$ cat config.mk
export PLATFORM = sky130hd
export DESIGN_NAME = postfix_stack_evaluator
export DESIGN_NICKNAME = d
export VERILOG_FILES = /design/src/rtl/pse_pkg.sv /design/src/rtl/postfix_stack_evaluator.sv
export SDC_FILE = /design/constraint.sdc
export NUM_CORES = 2
export LEC_CHECK = 0
export BUFFER_PORTS_ARGS = -buffer_cell sky130_fd_sc_hd__buf_2
export CAP_MARGIN = 40
export CORE_MARGIN = 4
export CORE_UTILIZATION = 35
export CTS_CLUSTER_SIZE = 10
export DETAILED_ROUTE_END_ITERATION = 16
export GPL_TIMING_DRIVEN = 0
export PLACE_DENSITY_LB_ADDON = 0.1
export SLEW_MARGIN = 40
export SYNTH_ARGS = -nofsm -noshare
export SYNTH_HDL_FRONTEND = slang
export SYNTH_SLANG_ARGS = --single-unit
$ cat constraint.sdc
create_clock -name clk -period 10.4 [get_ports clk]
set_input_delay 0.52 -clock clk [delete_from_list [all_inputs] [get_ports clk]]
set_output_delay 0.52 -clock clk [all_outputs]
set_load 0.02 [all_outputs]
$ cat src/rtl/pse_pkg.sv
// ----------------------------------------------------------------------------
// pse_pkg
// Types and codes shared by the postfix stack evaluator.
// ----------------------------------------------------------------------------
`timescale 1ns / 1ps

package pse_pkg;

    localparam int DATA_W       = 32;
    localparam int STEP_W       = $clog2(DATA_W);
    localparam int RESULT_LIMIT = 16;

    // actions
    localparam logic [1:0] ACT_PUSH  = 2'd0;
    localparam logic [1:0] ACT_APPLY = 2'd1;
    localparam logic [1:0] ACT_POP   = 2'd2;
    localparam logic [1:0] ACT_SHOW  = 2'd3;

    // operators
    localparam logic [2:0] OP_ADD = 3'd0;
    localparam logic [2:0] OP_SUB = 3'd1;
    localparam logic [2:0] OP_MUL = 3'd2;
    localparam logic [2:0] OP_DIV = 3'd3;
    localparam logic [2:0] OP_REM = 3'd4;

    // status codes
    localparam logic [2:0] ST_OK      = 3'd0;
    localparam logic [2:0] ST_FEW     = 3'd1;
    localparam logic [2:0] ST_EMPTY   = 3'd2;
    localparam logic [2:0] ST_FULL    = 3'd3;
    localparam logic [2:0] ST_DIVZERO = 3'd4;

    typedef struct packed {
        logic [1:0]               action;
        logic [2:0]               operator_code;
        logic signed [DATA_W-1:0] operand_value;
    } cmd_t;

    typedef struct packed {
        logic [2:0]               status;
        logic signed [DATA_W-1:0] value;
        logic                     last;
    } rsp_t;

endpackage

$ cat src/rtl/postfix_stack_evaluator.sv
// ----------------------------------------------------------------------------
// postfix_stack_evaluator
// Postfix integer evaluator over a bounded stack of signed 32-bit words,
// held in one synchronous RAM with a registered read.
//
//   channel  dir  transfer when          payload
//   cmd      in   cmd_valid & cmd_ready  pse_pkg::cmd_t (action, operator, operand)
//   rsp      out  rsp_valid & rsp_ready  pse_pkg::rsp_t (status, value, last)
//
// One command is worked at a time; cmd_ready is high only while idle.
// Path from accept to the result entering the output register: push, pop,
// empty and short-stack errors take only S_EXEC before it; add/sub/mul and
// the other apply outcomes also read both words and act in S_OP; divide and
// remainder add a 32-step shift-subtract divider; show reads one RAM word per word shown.
// The output register lets a command be accepted while the previous result
// still waits; a stalled rsp holds the sequencer. Reset clears the state, the
// word count and the output valid flag; the RAM needs no clearing.
// ----------------------------------------------------------------------------
`timescale 1ns / 1ps

module postfix_stack_evaluator #(
    parameter int STACK_DEPTH = 16
) (
    input  logic          clk,
    input  logic          rst_n,
    input  logic          cmd_valid,
    output logic          cmd_ready,
    input  pse_pkg::cmd_t cmd,
    output logic          rsp_valid,
    input  logic          rsp_ready,
    output pse_pkg::rsp_t rsp
);

    import pse_pkg::*;

    localparam int CW = $clog2(STACK_DEPTH + 1);
    localparam int AW = $clog2(STACK_DEPTH);
    localparam int RW = $clog2(RESULT_LIMIT + 1);
    localparam int LW = (CW > RW) ? CW : RW;

    localparam logic [3:0] S_IDLE   = 4'd0;
    localparam logic [3:0] S_EXEC   = 4'd1;
    localparam logic [3:0] S_RDB    = 4'd2;
    localparam logic [3:0] S_RDA    = 4'd3;
    localparam logic [3:0] S_OP     = 4'd4;
    localparam logic [3:0] S_DIV    = 4'd5;
    localparam logic [3:0] S_DIVFIX = 4'd6;
    localparam logic [3:0] S_SHOW   = 4'd7;
    localparam logic [3:0] S_FINISH = 4'd8;

    logic [DATA_W-1:0] mem [STACK_DEPTH];
    logic [DATA_W-1:0] rd_data_reg;

    logic              mem_we;
    logic [AW-1:0]     mem_waddr;
    logic [DATA_W-1:0] mem_wdata;
    logic              mem_re;
    logic [AW-1:0]     mem_raddr;

    logic [3:0]        state_reg,       state_next;
    logic [CW-1:0]     count_reg,       count_next;
    cmd_t              cmd_reg,         cmd_next;
    logic [DATA_W-1:0] a_reg,           a_next;
    logic [DATA_W-1:0] b_reg,           b_next;
    logic [2:0]        pend_status_reg, pend_status_next;
    logic [DATA_W-1:0] pend_value_reg,  pend_value_next;
    logic [RW-1:0]     show_left_reg,   show_left_next;
    logic [AW-1:0]     show_idx_reg,    show_idx_next;
    logic [DATA_W-1:0] divu_reg,        divu_next;
    logic [DATA_W-1:0] quo_reg,         quo_next;
    logic [DATA_W-1:0] rem_reg,         rem_next;
    logic [STEP_W-1:0] step_reg,        step_next;
    logic              negq_reg,        negq_next;
    logic              negr_reg,        negr_next;
    rsp_t              rsp_reg,         rsp_next;
    logic              rsp_valid_reg,   rsp_valid_next;

    logic [CW-1:0]     cnt_m1;
    logic [CW-1:0]     cnt_m2;
    logic [LW-1:0]     show_span;
    logic              out_free;
    logic [DATA_W-1:0] alu_res;
    logic [DATA_W:0]   div_shift;
    logic [DATA_W+1:0] div_diff;
    logic [DATA_W-1:0] quo_fixed;
    logic [DATA_W-1:0] rem_fixed;

    assign cnt_m1    = count_reg - CW'(1);
    assign cnt_m2    = count_reg - CW'(2);
    assign out_free  = !rsp_valid_reg || rsp_ready;
    assign show_span = (LW'(count_reg) > LW'(RESULT_LIMIT)) ? LW'(RESULT_LIMIT)
                                                             : LW'(count_reg);

    assign cmd_ready = (state_reg == S_IDLE);
    assign rsp_valid = rsp_valid_reg;
    assign rsp       = rsp_reg;

    always_comb
    begin
        case (cmd_reg.operator_code)
            OP_ADD:  alu_res = a_reg + b_reg;
            OP_SUB:  alu_res = a_reg - b_reg;
            default: alu_res = a_reg * b_reg;
        endcase
    end

    // one restoring divide step on magnitudes
    assign div_shift = {rem_reg, quo_reg[DATA_W-1]};
    assign div_diff  = {1'b0, div_shift} - {2'b00, divu_reg};
    assign quo_fixed = negq_reg ? (DATA_W'(0) - quo_reg) : quo_reg;
    assign rem_fixed = negr_reg ? (DATA_W'(0) - rem_reg) : rem_reg;

    always_comb
    begin
        state_next       = state_reg;
        count_next       = count_reg;
        cmd_next         = cmd_reg;
        a_next           = a_reg;
        b_next           = b_reg;
        pend_status_next = pend_status_reg;
        pend_value_next  = pend_value_reg;
        show_left_next   = show_left_reg;
        show_idx_next    = show_idx_reg;
        divu_next        = divu_reg;
        quo_next         = quo_reg;
        rem_next         = rem_reg;
        step_next        = step_reg;
        negq_next        = negq_reg;
        negr_next        = negr_reg;
        rsp_next         = rsp_reg;
        rsp_valid_next   = rsp_valid_reg && !rsp_ready;
        mem_we           = 1'b0;
        mem_waddr        = cnt_m2[AW-1:0];
        mem_wdata        = alu_res;
        mem_re           = 1'b0;
        mem_raddr        = cnt_m1[AW-1:0];

        case (state_reg)
            S_IDLE:
            begin
                if (cmd_valid)
                begin
                    cmd_next   = cmd;
                    state_next = S_EXEC;
                end
            end

            S_EXEC:
            begin
                case (cmd_reg.action)
                    ACT_PUSH:
                    begin
                        state_next = S_FINISH;
                        if (count_reg == CW'(STACK_DEPTH))
                        begin
                            pend_status_next = ST_FULL;
                            pend_value_next  = '0;
                        end
                        else
                        begin
                            mem_we           = 1'b1;
                            mem_waddr        = count_reg[AW-1:0];
                            mem_wdata        = cmd_reg.operand_value;
                            count_next       = count_reg + CW'(1);
                            pend_status_next = ST_OK;
                            pend_value_next  = cmd_reg.operand_value;
                        end
                    end
                    ACT_APPLY:
                    begin
                        if (count_reg < CW'(2))
                        begin
                            pend_status_next = ST_FEW;
                            pend_value_next  = '0;
                            state_next       = S_FINISH;
                        end
                        else
                        begin
                            mem_re     = 1'b1;
                            state_next = S_RDB;
                        end
                    end
                    default:
                    begin
                        // pop is a one-word show that also drops the top
                        if (count_reg == '0)
                        begin
                            pend_status_next = ST_EMPTY;
                            pend_value_next  = '0;
                            state_next       = S_FINISH;
                        end
                        else
                        begin
                            mem_re        = 1'b1;
                            show_idx_next = cnt_m1[AW-1:0];
                            state_next    = S_SHOW;
                            if (cmd_reg.action == ACT_POP)
                            begin
                                show_left_next = RW'(1);
                                count_next     = cnt_m1;
                            end
                            else
                            begin
                                show_left_next = RW'(show_span);
                            end
                        end
                    end
                endcase
            end

            S_RDB:
            begin
                b_next     = rd_data_reg;
                mem_re     = 1'b1;
                mem_raddr  = cnt_m2[AW-1:0];
                state_next = S_RDA;
            end

            S_RDA:
            begin
                a_next     = rd_data_reg;
                state_next = S_OP;
            end

            S_OP:
            begin
                if (cmd_reg.operator_code inside {OP_ADD, OP_SUB, OP_MUL})
                begin
                    mem_we           = 1'b1;
                    count_next       = cnt_m1;
                    pend_status_next = ST_OK;
                    pend_value_next  = alu_res;
                    state_next       = S_FINISH;
                end
                else if (cmd_reg.operator_code inside {OP_DIV, OP_REM})
                begin
                    if (b_reg == '0)
                    begin
                        pend_status_next = ST_DIVZERO;
                        pend_value_next  = '0;
                        state_next       = S_FINISH;
                    end
                    else
                    begin
                        divu_next  = b_reg[DATA_W-1] ? (DATA_W'(0) - b_reg) : b_reg;
                        quo_next   = a_reg[DATA_W-1] ? (DATA_W'(0) - a_reg) : a_reg;
                        rem_next   = '0;
                        step_next  = '0;
                        negq_next  = a_reg[DATA_W-1] ^ b_reg[DATA_W-1];
                        negr_next  = a_reg[DATA_W-1];
                        state_next = S_DIV;
                    end
                end
                else
                begin
                    // unknown operator: stack untouched, plain ok
                    pend_status_next = ST_OK;
                    pend_value_next  = '0;
                    state_next       = S_FINISH;
                end
            end

            S_DIV:
            begin
                if (!div_diff[DATA_W+1])
                begin
                    rem_next = div_diff[DATA_W-1:0];
                    quo_next = {quo_reg[DATA_W-2:0], 1'b1};
                end
                else
                begin
                    rem_next = div_shift[DATA_W-1:0];
                    quo_next = {quo_reg[DATA_W-2:0], 1'b0};
                end
                step_next = step_reg + STEP_W'(1);
                if (step_reg == STEP_W'(DATA_W - 1))
                begin
                    state_next = S_DIVFIX;
                end
            end

            S_DIVFIX:
            begin
                mem_we           = 1'b1;
                mem_wdata        = (cmd_reg.operator_code == OP_REM) ? rem_fixed : quo_fixed;
                count_next       = cnt_m1;
                pend_status_next = ST_OK;
                pend_value_next  = mem_wdata;
                state_next       = S_FINISH;
            end

            S_SHOW:
            begin
                if (out_free)
                begin
                    rsp_next       = '{status: ST_OK, value: rd_data_reg,
                                       last: (show_left_reg == RW'(1))};
                    rsp_valid_next = 1'b1;
                    if (show_left_reg == RW'(1))
                    begin
                        state_next = S_IDLE;
                    end
                    else
                    begin
                        // advance to the next word down
                        show_left_next = show_left_reg - RW'(1);
                        show_idx_next  = show_idx_reg - AW'(1);
                        mem_re         = 1'b1;
                        mem_raddr      = show_idx_reg - AW'(1);
                    end
                end
            end

            S_FINISH:
            begin
                if (out_free)
                begin
                    rsp_next       = '{status: pend_status_reg, value: pend_value_reg,
                                       last: 1'b1};
                    rsp_valid_next = 1'b1;
                    state_next     = S_IDLE;
                end
            end

            default:
            begin
                state_next = S_IDLE;
            end
        endcase
    end

    always_ff @(posedge clk)
    begin
        if (mem_we)
        begin
            mem[mem_waddr] <= mem_wdata;
        end
        if (mem_re)
        begin
            rd_data_reg <= mem[mem_raddr];
        end
    end

    always_ff @(posedge clk or negedge rst_n)
    begin
        if (!rst_n)
        begin
            state_reg     <= S_IDLE;
            count_reg     <= '0;
            rsp_valid_reg <= 1'b0;
        end
        else
        begin
            state_reg     <= state_next;
            count_reg     <= count_next;
            rsp_valid_reg <= rsp_valid_next;
        end
    end

    always_ff @(posedge clk)
    begin
        cmd_reg         <= cmd_next;
        a_reg           <= a_next;
        b_reg           <= b_next;
        pend_status_reg <= pend_status_next;
        pend_value_reg  <= pend_value_next;
        show_left_reg   <= show_left_next;
        show_idx_reg    <= show_idx_next;
        divu_reg        <= divu_next;
        quo_reg         <= quo_next;
        rem_reg         <= rem_next;
        step_reg        <= step_next;
        negq_reg        <= negq_next;
        negr_reg        <= negr_next;
        rsp_reg         <= rsp_next;
    end

endmodule

==> results.json <==
{
  "outcome": "finished clean",
  "die_area_um2": 165000,
  "yosysMostFrequentCell": "edfxtp_1",
  "clock-root-buffer": "clkbuf_16",
  "die_w_um": 407,
  "largest_reg_flops": 512,
  "path_clk_slew_ns": 0.06,
  "clkSinkCount": 838,
  "avgSynthCellArea_um2": 10.9,
  "ys_seq_area_frac": 0.452,
  "cts_max_level": 3,
  "ys_warn_count": 0,
  "synthArstFlopShare": 0.0119,
  "placementRows": 145,
  "synth_cell_type_count": 73,
  "post-dp-hpwl_um": 163000,
  "synth_top_cells_by_count": "828 x edfxtp_1, 827 x nand2_1, 448 x inv_1",
  "gp_congestion": 0.935,
  "grt_pass1_vias": 40500,
  "areaGrowthSynthToFinish_pct": 13.6,
  "cts_buffers": 98,
  "relSlewSlack": 0.371,
  "ios": 79,
  "firstDrtPassIters": 6,
  "synth_top_cell_area_share": 0.447,
  "ant_nets": 0,
  "yosysTopAreaCell": "edfxtp_1",
  "critical_path_class": "flop to flop",
  "maxSlewViolCount": 0,
  "start_kind": "flop",
  "grt_overflow_total": 0,
  "setup_violations": 0,
  "drtIter0Drc": 3890,
  "fmax_mhz": 99.9,
  "clock_skew_ns": 0.0448,
  "rsz0062_at_grt": "false",
  "nets": 6027,
  "die_h_um": 407,
  "ys_ff_latch": 838,
  "arrival_ns": 10.42,
  "cp-end-kind": "flop",
  "core_um2": 157000,
  "route.detailed.wl_per_inst_um": 28.0,
  "drt-total-wl_um": 209000,
  "vias": 40800,
  "synthCells": 5108,
  "drc_errors": 0,
  "finalHoldWorstSlack_ns": 0.0806,
  "final_area_um2": 63200,
  "synth_edf_count": 828,
  "postCtsSetupRepairBufs": 0,
  "port_buffers": 78,
  "synth_area_um2": 55600,
  "crit_fanout": 16,
  "routed_via_density": 5.45,
  "grt_max_degree": 39,
  "dpl-instance-area_um2": 60000,
  "insertion_delay_ns": 0.72,
  "drive_above_1_share": 0.0743,
  "syn-num-nets": 5760,
  "antenna_found_initial": 14,
  "initial_core_util": 0.354,
  "cts_buffer_depth": 3,
  "max-cap-violations": 0,
  "synth_area_leaders": "edfxtp_1 45%, fa_1 15%, nand2_1 5.6%, and2_1 4.8%, ha_1 4.5%",
  "required_ns": 10.81,
  "synth-main-ff-cell": "edfxtp_1",
  "grt_use_total": 0.254,
  "worstHoldPathType": "primary input to flop",
  "fin_crit_sh": 0.962,
  "tightest_slew_ns": 0.944,
  "hold_viol_final": 0,
  "period_needed_ns": 10.01,
  "num-fill-cells": 15300,
  "cts_tree": "done",
  "grt_pass1_wl_um": 299000
}
## per-layer routing
layer	track usage	wire [um]
met4	0.0790	7270
met3	0.0357	13500
met5	0	0
met1	0.358	92400
met2	0.405	96300
## stage by stage
stage                     setup slack [ns]  instances   util  TNS [ns]
after floorplan                       2.68       5108      -         0
after global placement              -0.954       7244  0.373    -21.15
after detailed placement             0.394       7309  0.382         0
after CTS                            0.377       7468  0.401         0
after global routing                 0.160       7471  0.402         0
final                                0.390       7480  0.402         0
## cells by family (layout without fill, tap and decap cells)
family	count (synthesis)	after routing	share of synthesized area
multiplexers	11	11	0.00200
XOR/XNOR	276	276	0.0435
flip-flops	838	838	0.452
AO/OA/AOI/OAI	944	944	0.115
AND/OR/NAND/NOR	1665	1665	0.143
adder cells (fa/ha/maj)	611	611	0.193
other	0	9	0
buffers and inverters	763	1068	0.0517
## critical path: stages, from the launching register on
cell and delay, ns:
edfxtp_1 0.32, clkbuf_1 0.51, clkbuf_1 0.64, clkbuf_1 0.58, nand2_1 0.18, fa_1 0.59
fa_1 0.48, fa_1 0.55, inv_1 0.06, fa_1 0.51, inv_1 0.06, fa_1 0.53
inv_1 0.05, fa_1 0.50, fa_1 0.47, ha_1 0.39, a21o_1 0.21, a211oi_1 0.48
o21ai_0 0.28, o21ai_0 0.17, a2111oi_0 0.14, o31a_1 0.35, nor3_1 0.63, a211oi_2 0.19
a21oi_1 0.18, or3_1 0.64
## final cells by class
type / instances / area (um^2) / area share
clock buffer: 124 / 2620 / 0.0415
antenna: 9 / 22.5 / 0.000357
clock inverter: 14 / 213 / 0.00337
inverter: 449 / 1690 / 0.0267
multi-input combinational: 3507 / 28000 / 0.444
buffer: 314 / 1250 / 0.0198
sequential: 838 / 25100 / 0.398
timing repair buffer: 167 / 1630 / 0.0258
tap: 2058 / 2570 / 0.0408
## final timing paths
path                                      startpoint                  endpoint  slack, ns  depth (start not counted)
min                                          cmd[18]     cmd_reg[18]$_DFFE_PP_       0.08                          1
min in group asynchronous                      rst_n  count_reg[0]$_DFFE_PN0P_       0.26                          2
min reg2reg                rd_data_reg[27]$_DFFE_PP_       b_reg[27]$_DFFE_PP_       0.50                          0
max                               b_reg[1]$_DFFE_PP_      mem[6][25]$_DFFE_PP_       0.39                         25
max reg2reg                       b_reg[1]$_DFFE_PP_      mem[6][25]$_DFFE_PP_       0.39                         25
max in group asynchronous                      rst_n  state_reg[3]$_DFFE_PN0P_       9.90                          2
## cells in the final DEF (no fill, tap or decap), types with 29 or more instances in the layout
cell type	instances
a21o_1	33
a211oi_1	173
a31oi_1	76
clkbuf_2	52
nand2_1	827
or3_1	37
clkbuf_1	275
nand3_1	36
nor2_1	124
ha_1	201
clkbuf_16	100
o21a_1	33
and2_1	424
a21oi_1	184
xnor2_1	159
xor2_1	117
fa_1	410
a311oi_1	69
o211ai_1	32
edfxtp_1	828
buf_2	83
o21ai_0	146
o31ai_1	45
nor3_1	41
a221o_1	29
inv_1	447
## what timing repair did
action	CTS	global route
endpoints found under the hold margin	30	0
endpoints found under the setup margin	0	32
gates resized for setup	0	2
hold buffers	21	0
Power is not shown: default switching activity piles up to over one toggle a cycle in this logic, so the estimate is an artifact.
